## src/design/tfm_pkg.sv

```systemverilog
// ----------------------------------------------------------------------------
// tfm_pkg
// Shared widths, register map and pipeline types of the trapezoid fuzzifier.
// ----------------------------------------------------------------------------
package tfm_pkg;

  localparam int VALUE_WIDTH   = 16;
  localparam int FRACTION_BITS = 15;
  localparam int GRADE_WIDTH   = FRACTION_BITS + 1;
  localparam int ADDR_WIDTH    = 4;
  localparam int DATA_WIDTH    = 32;
  localparam int DIV_STAGES    = FRACTION_BITS;

  localparam logic [GRADE_WIDTH-1:0] GRADE_ONE = GRADE_WIDTH'(1) << FRACTION_BITS;

  localparam logic [1:0] REG_LEFT_EDGE  = 2'd0;
  localparam logic [1:0] REG_RISE_END   = 2'd1;
  localparam logic [1:0] REG_FALL_START = 2'd2;
  localparam logic [1:0] REG_RIGHT_EDGE = 2'd3;

  typedef enum logic [1:0] {
    MODE_ZERO,
    MODE_FULL,
    MODE_DIV
  } mode_e;

  typedef struct packed {
    mode_e                     mode;
    logic                      in_support;
    logic [VALUE_WIDTH-1:0]    rem;
    logic [VALUE_WIDTH-1:0]    den;
    logic [FRACTION_BITS-1:0]  quo;
  } stage_t;

endpackage

```

## src/design/trapezoid_fuzzy_membership_unit.sv

```systemverilog
// ----------------------------------------------------------------------------
// trapezoid_fuzzy_membership_unit
// Trapezoidal membership grade of a signed sample, Q1.15, pipelined divider.
// ----------------------------------------------------------------------------
// Usage:
//   Input channel: sample_i with in_valid_i / in_stall_o. A beat is taken on
//   a rising edge with valid high and stall low.
//   Output channel: grade_o, in_support_o with out_valid_o / out_stall_i.
//   Breakpoints are written over the APB port (left_edge 0x0, rise_end 0x4,
//   fall_start 0x8, right_edge 0xC); the user must write them only while
//   the pipe is empty, the block does not enforce it. Stages: one compare
//   stage, one per quotient bit of the restoring divider, one output stage.
//   Throughput: one beat per cycle unless stalled; one bit per divider stage.
//   Stall: the whole pipe holds while a result waits on out_stall_i; the
//   held result and every stage keep their contents, nothing is dropped.
//   Reset: all valid bits clear, breakpoints return to 0.
// ----------------------------------------------------------------------------
module trapezoid_fuzzy_membership_unit (
  input  logic                                  clk_i,
  input  logic                                  rst_ni,
  input  logic                                  psel,
  input  logic                                  penable,
  input  logic                                  pwrite,
  input  logic [tfm_pkg::ADDR_WIDTH-1:0]        paddr,
  input  logic [tfm_pkg::DATA_WIDTH-1:0]        pwdata,
  output logic [tfm_pkg::DATA_WIDTH-1:0]        prdata,
  output logic                                  pready,
  input  logic                                  in_valid_i,
  output logic                                  in_stall_o,
  input  logic signed [tfm_pkg::VALUE_WIDTH-1:0] sample_i,
  output logic                                  out_valid_o,
  input  logic                                  out_stall_i,
  output logic [tfm_pkg::GRADE_WIDTH-1:0]       grade_o,
  output logic                                  in_support_o
);
  import tfm_pkg::*;

  logic signed [VALUE_WIDTH-1:0] left_q, rise_q, fall_q, right_q;
  logic                          cfg_we;
  logic [1:0]                    cfg_idx;

  assign pready  = 1'b1;
  assign cfg_we  = psel & penable & pwrite & pready;
  assign cfg_idx = paddr[3:2];

  always_ff @(posedge clk_i or negedge rst_ni) begin
    if (!rst_ni) begin
      left_q  <= '0;
      rise_q  <= '0;
      fall_q  <= '0;
      right_q <= '0;
    end else if (cfg_we) begin
      unique case (cfg_idx)
        REG_LEFT_EDGE:  left_q  <= pwdata[VALUE_WIDTH-1:0];
        REG_RISE_END:   rise_q  <= pwdata[VALUE_WIDTH-1:0];
        REG_FALL_START: fall_q  <= pwdata[VALUE_WIDTH-1:0];
        REG_RIGHT_EDGE: right_q <= pwdata[VALUE_WIDTH-1:0];
        default: ;
      endcase
    end
  end

  always_comb begin
    prdata = '0;
    unique case (cfg_idx)
      REG_LEFT_EDGE:  prdata[VALUE_WIDTH-1:0] = left_q;
      REG_RISE_END:   prdata[VALUE_WIDTH-1:0] = rise_q;
      REG_FALL_START: prdata[VALUE_WIDTH-1:0] = fall_q;
      REG_RIGHT_EDGE: prdata[VALUE_WIDTH-1:0] = right_q;
      default: ;
    endcase
  end

  // global advance: the pipe moves unless a result is held
  logic adv;
  logic out_valid_q;
  assign adv        = !out_valid_q || !out_stall_i;
  assign in_stall_o = !adv;

  // entry stage: branch select and operands
  logic signed [VALUE_WIDTH:0] t_x, a_x, b_x, c_x, d_x;
  logic signed [VALUE_WIDTH:0] rise_num, rise_den, fall_num, fall_den;
  stage_t                      entry_d;

  always_comb begin
    t_x      = {sample_i[VALUE_WIDTH-1], sample_i};
    a_x      = {left_q[VALUE_WIDTH-1], left_q};
    b_x      = {rise_q[VALUE_WIDTH-1], rise_q};
    c_x      = {fall_q[VALUE_WIDTH-1], fall_q};
    d_x      = {right_q[VALUE_WIDTH-1], right_q};
    rise_num = t_x - a_x;
    rise_den = b_x - a_x;
    fall_num = d_x - t_x;
    fall_den = d_x - c_x;
    entry_d            = '0;
    entry_d.in_support = (t_x >= a_x) && (t_x <= d_x);
    entry_d.mode       = MODE_ZERO;
    if (t_x <= a_x) begin
      entry_d.mode = MODE_ZERO;
    end else if (t_x < b_x) begin
      entry_d.mode = MODE_DIV;
      entry_d.rem  = rise_num[VALUE_WIDTH-1:0];
      entry_d.den  = rise_den[VALUE_WIDTH-1:0];
    end else if (t_x <= c_x) begin
      entry_d.mode = MODE_FULL;
    end else if (t_x < d_x) begin
      entry_d.mode = MODE_DIV;
      entry_d.rem  = fall_num[VALUE_WIDTH-1:0];
      entry_d.den  = fall_den[VALUE_WIDTH-1:0];
    end
  end

  stage_t stg_q [DIV_STAGES+1];
  logic   vld_q [DIV_STAGES+1];
  stage_t stg_d [DIV_STAGES+1];

  always_comb begin
    stg_d[0] = entry_d;
  end

  // one restoring-division step per stage, remainder stays below den
  for (genvar k = 1; k <= DIV_STAGES; k++) begin : g_div
    logic [VALUE_WIDTH:0] dbl;
    logic [VALUE_WIDTH:0] diff;
    logic                 quo_bit;
    always_comb begin
      dbl      = {stg_q[k-1].rem, 1'b0};
      diff     = dbl - {1'b0, stg_q[k-1].den};
      quo_bit  = !diff[VALUE_WIDTH];
      stg_d[k] = stg_q[k-1];
      stg_d[k].rem = quo_bit ? diff[VALUE_WIDTH-1:0] : dbl[VALUE_WIDTH-1:0];
      stg_d[k].quo = {stg_q[k-1].quo[FRACTION_BITS-2:0], quo_bit};
    end
  end

  for (genvar k = 0; k <= DIV_STAGES; k++) begin : g_stage
    logic vld_in;
    if (k == 0) begin : g_first
      assign vld_in = in_valid_i;
    end else begin : g_rest
      assign vld_in = vld_q[k-1];
    end
    always_ff @(posedge clk_i or negedge rst_ni) begin
      if (!rst_ni) begin
        vld_q[k] <= 1'b0;
      end else if (adv) begin
        vld_q[k] <= vld_in;
      end
    end
    always_ff @(posedge clk_i) begin
      if (adv) begin
        stg_q[k] <= stg_d[k];
      end
    end
  end

  // output stage
  logic [GRADE_WIDTH-1:0] grade_d, grade_q;
  logic                   supp_q;

  always_comb begin
    case (stg_q[DIV_STAGES].mode)
      MODE_FULL: grade_d = GRADE_ONE;
      MODE_DIV:  grade_d = {1'b0, stg_q[DIV_STAGES].quo};
      default:   grade_d = '0;
    endcase
  end

  always_ff @(posedge clk_i or negedge rst_ni) begin
    if (!rst_ni) begin
      out_valid_q <= 1'b0;
    end else if (adv) begin
      out_valid_q <= vld_q[DIV_STAGES];
    end
  end

  always_ff @(posedge clk_i) begin
    if (adv) begin
      grade_q <= grade_d;
      supp_q  <= stg_q[DIV_STAGES].in_support;
    end
  end

  assign out_valid_o  = out_valid_q;
  assign grade_o      = grade_q;
  assign in_support_o = supp_q;

endmodule
```

## config.mk

```make
export PLATFORM = sky130hd
export DESIGN_NAME = trapezoid_fuzzy_membership_unit
export DESIGN_NICKNAME = d
export VERILOG_FILES = /design/src/design/tfm_pkg.sv /design/src/design/trapezoid_fuzzy_membership_unit.sv
export SDC_FILE = /design/constraint.sdc
export NUM_CORES = 2
export LEC_CHECK = 0
export ABC_AREA = 0
export BUFFER_PORTS_ARGS = -buffer_cell sky130_fd_sc_hd__buf_4
export CAP_MARGIN = 0
export CORE_MARGIN = 4
export CORE_UTILIZATION = 50
export DETAILED_ROUTE_END_ITERATION = 8
export PLACE_DENSITY = 0.69
export RECOVER_POWER = 25
export SLEW_MARGIN = 20
export SYNTH_ARGS = -nofsm -noshare
export SYNTH_HDL_FRONTEND = slang
export SYNTH_SLANG_ARGS = --single-unit
export TNS_END_PERCENT = 5
```

## constraint.sdc

```tcl
create_clock -name clk_i -period 45.7 [get_ports clk_i]
set_clock_uncertainty 0.05 [all_clocks]
set_input_delay 9.14 -clock clk_i [delete_from_list [all_inputs] [get_ports clk_i]]
set_output_delay 9.14 -clock clk_i [all_outputs]
set_load 0.005 [all_outputs]
```

==> reports/summary.log <==
[setup_path] series of cell instances along the critical path buf_4 > mux4_2 > buf_4
[clock_network] hold buffer count at CTS 0
[grt] initial antenna violation count 0
[hold_path] hold path startpoint stg_q[1][260]
[clock_network] CTS Buf Count 82
[yosys] share of synthesized area occupied by flip-flops and latches 51.9%
[setup_path] startpoint of the most critical register-to-register path out_valid_o
[setup_path] type of the worst setup path in -> out
[finish] area growth from synthesis to final layout 10.2%
[yosys] share of flip-flops with an asynchronous set or reset after synthesis 10.9%
[timing] setup_tns 0 ps
[yosys] distinct cell type count of the synthesized netlist 82
[timing] final count of negative-setup-slack endpoints 0
[yosys] count of mapped cells out of synthesis 3452
[yosys] post-synthesis instance area 0.0424 mm²
[setup_path] most frequent cell on the critical path sky130_fd_sc_hd__buf_4
[grt] vias in the first global route 25666
[timing] worst slew margin relative to its limit 24.2%
[run] Max Cap Viol 0
[clock_network] root cell of the clock tree sky130_fd_sc_hd__clkbuf_16
[clock_network] TritonCTS Sinks 746
[yosys] post-synthesis area per instance 12.3 µm²
[setup_path] Worst setup EP type output port
[finish] Inserted Diodes 0
[yosys] Top FF cell, synth sky130_fd_sc_hd__edfxtp_1
[routing] count of vias placed by the detailed router 26132
[yosys] number of flops mapped to enable cells by yosys 665
[placed_design] routability congestion estimate 0.876
[yosys] total number of yosys warnings 0
[timing] Worst Tran Pin Value 1130 ps
[finish] commonest non-fill, non-tap cells in the layout 665 x sky130_fd_sc_hd__edfxtp_1, 374 x sky130_fd_sc_hd__inv_1, 318 x sky130_fd_sc_hd__ha_1
[clock_network] Post-CTS Setup Bufs 0
[die] floorplan die width 299 µm
[setup_path] Worst EP required 36510 ps
[hold_path] hold-critical path endpoint stg_q[1][311]
[timing] Hold Violations, Final 0
[setup_path] worst reg2reg setup slack 40930 ps
[timing] RSZ-0062 raised after global routing false
[setup_path] CP Buf/Inv Count 2
[setup_path] max incr delay on CP 580 ps
[clock_network] post-cts resize count 0
[finish] commonest non-fill, non-tap cell in the layout sky130_fd_sc_hd__edfxtp_1
[setup_path] CP max FO 19
[routing] drt pass-1 iters 5
[placed_design] I/O Buffers 75
[setup_path] signal arrival time at the worst endpoint 10210 ps
[timing] achievable clock frequency 0.0515 GHz
[timing] fin. max-slew vios 0
[clock_network] Bufs on Longest Clock Path 3
[setup_path] kind of cell with the highest combined delay on the critical path multiplexers
[clock_network] clock tree from TritonCTS done
[setup_path] capturing point of the worst reg2reg path stg_q[1][109]
[setup_path] type of origin of the critical path primary input
[routing] wire per inst 17.0 µm
[die] number of placement rows 106
[finish] number of nets at the end of the flow 3976
[routing] Vias/cell 5.47
[placed_design] detailed placer's ending HPWL 58700 µm
[routing] drt first-iter violations 1683
[yosys] register bit count reported by yosys 746
[finish] fill cell count 7040
[die] height of the die 299 µm
[die] area inside the core boundary 0.0838 mm²
[clock_network] Clk Latency, worst-skew pair 640 ps
[timing] clock period minus worst slack 19400 ps
[setup_path] cell with the largest stage delay on the worst path sky130_fd_sc_hd__mux4_2
[die] Die Area 0.0895 mm²
[clock_network] clock-pin slew of the registers on the worst-case setup and hold paths 60 ps
[routing] wire length after detailed routing 81400 µm
[routing] post-route antenna net violation count 0
[hold_path] path type of the worst min-delay path reg -> reg
[clock_network] maximum level of the CTS H-tree 3
[grt] pin count of the biggest net entering global routing 84
[finish] proportion of layout cells with a drive suffix above 1 15.6%
[grt] wire length of the first global-routing pass 132000 µm
[grt] combined global-route utilization of all metal layers 18.0%
[die] io pins 111
[grt] global route total overflow 0
[setup_path] worst-case reg-to-reg path depth 5
[hold_path] Hold Path Stages 0
[die] Initial Util 50.6%
[run_status] run status complete, no violations
[routing] DRC violation count after routing 0
[timing] final period utilization 42.4%
==> cell type report <==
type / count / area, µm² / area share [%]
Tap cell: 1134 / 1420 / 3.04
Clock buffer: 109 / 2240 / 4.79
Timing Repair Buffer: 91 / 687 / 1.47
Sequential cell: 746 / 22000 / 47.1
Clock inverter: 38 / 400 / 0.857
Multi-Input combinational cell: 2286 / 18600 / 39.8
Inverter: 374 / 1400 / 3.00
==> registers in the layout (all words and copies together), names as in the netlist, 15 cells and up <==
| register | cells |
|---|---|
| stg_q | 648 |
| g_stage.vld_in | 15 |
| fall_q | 16 |
| grade_o | 16 |
| right_q | 16 |
| rise_q | 16 |
| left_q | 16 |
==> Yosys cell counts, drive strengths merged (8+ instances only) <==
library cell / n / area share, %
a211oi: 48 / 0.94
nand4: 29 / 0.55
nor2b: 56 / 0.97
inv: 374 / 3.3
xor2: 39 / 0.81
dfrtp: 81 / 4.8
mux4: 16 / 0.85
nor2: 209 / 1.9
mux2: 241 / 6.8
a22oi: 10 / 0.18
edfxtp: 665 / 47
a2111oi: 22 / 0.54
a41oi: 8 / 0.17
a311oi: 10 / 0.21
clkbuf: 23 / 0.20
xnor2: 163 / 3.4
nand3: 87 / 1.2
and3: 32 / 0.47
a21oi: 167 / 2.0
or3: 42 / 0.62
or2: 9 / 0.13
mux2i: 23 / 0.54
a211o: 10 / 0.21
and2: 32 / 0.47
o21ai: 122 / 1.4
ha: 318 / 9.4
o21a: 55 / 0.97
nand2b: 45 / 0.66
o31a: 24 / 0.51
nor3: 41 / 0.50
fa: 18 / 0.85
o21bai: 19 / 0.34
o311ai: 22 / 0.79
a21o: 33 / 0.58
o41ai: 10 / 0.22
buf: 38 / 0.94
o211ai: 31 / 0.71
a21boi: 8 / 0.14
nand2: 175 / 1.5
o22ai: 17 / 0.27
o31ai: 23 / 0.67
==> stage by stage <==
step           hold slack [ps]  cell area [µm²]  setup WS, ps  util (%)  std cells
5_1_grt                    364            46700         26250      55.7       4778
3_3_place_gp               350            44100         26290      52.6       4629
6_report                   355            46700         26300      55.7       4778
4_1_cts                    342            46700         26290      55.7       4776
3_5_place_dp               355            44100         26290      52.6       4629
2_1_floorplan              350            42500          8150         -       3467
==> metal layers <==
| metal | GRT usage, % | wire length [µm] |
|---|---|---|
| met2 | 31.7 | 40800 |
| met3 | 2.72 | 2900 |
| met1 | 22.9 | 35300 |
| met5 | 0 | 0 |
| met4 | 5.57 | 2420 |
==> worst max-delay path by stage <==
stage / start / cells past startpoint / to / slack [ps]
floorplan: out_stall_i / 3 / in_stall_o / 8150
global placement: paddr[2] / 3 / prdata[10] / 26290
detailed placement: paddr[2] / 3 / prdata[13] / 26290
CTS: paddr[2] / 3 / prdata[13] / 26290
global route: paddr[2] / 3 / prdata[13] / 26250
finish: paddr[2] / 3 / prdata[13] / 26300
==> cells by family after synthesis <==
| group | share of synthesized area [%] |
|---|---|
| and+or+nand+nor | 9.46 |
| DFF | 51.9 |
| AOI/OAI and AO/OA | 11.6 |
| buffers and inverters | 4.45 |
| adders and majority gates | 10.2 |
| muxes | 8.23 |
| xor gates and xnor gates | 4.17 |
| other | 0.0177 |
Power is not shown: default switching activity piles up to over one toggle a cycle in this logic, so the estimate is an artifact.
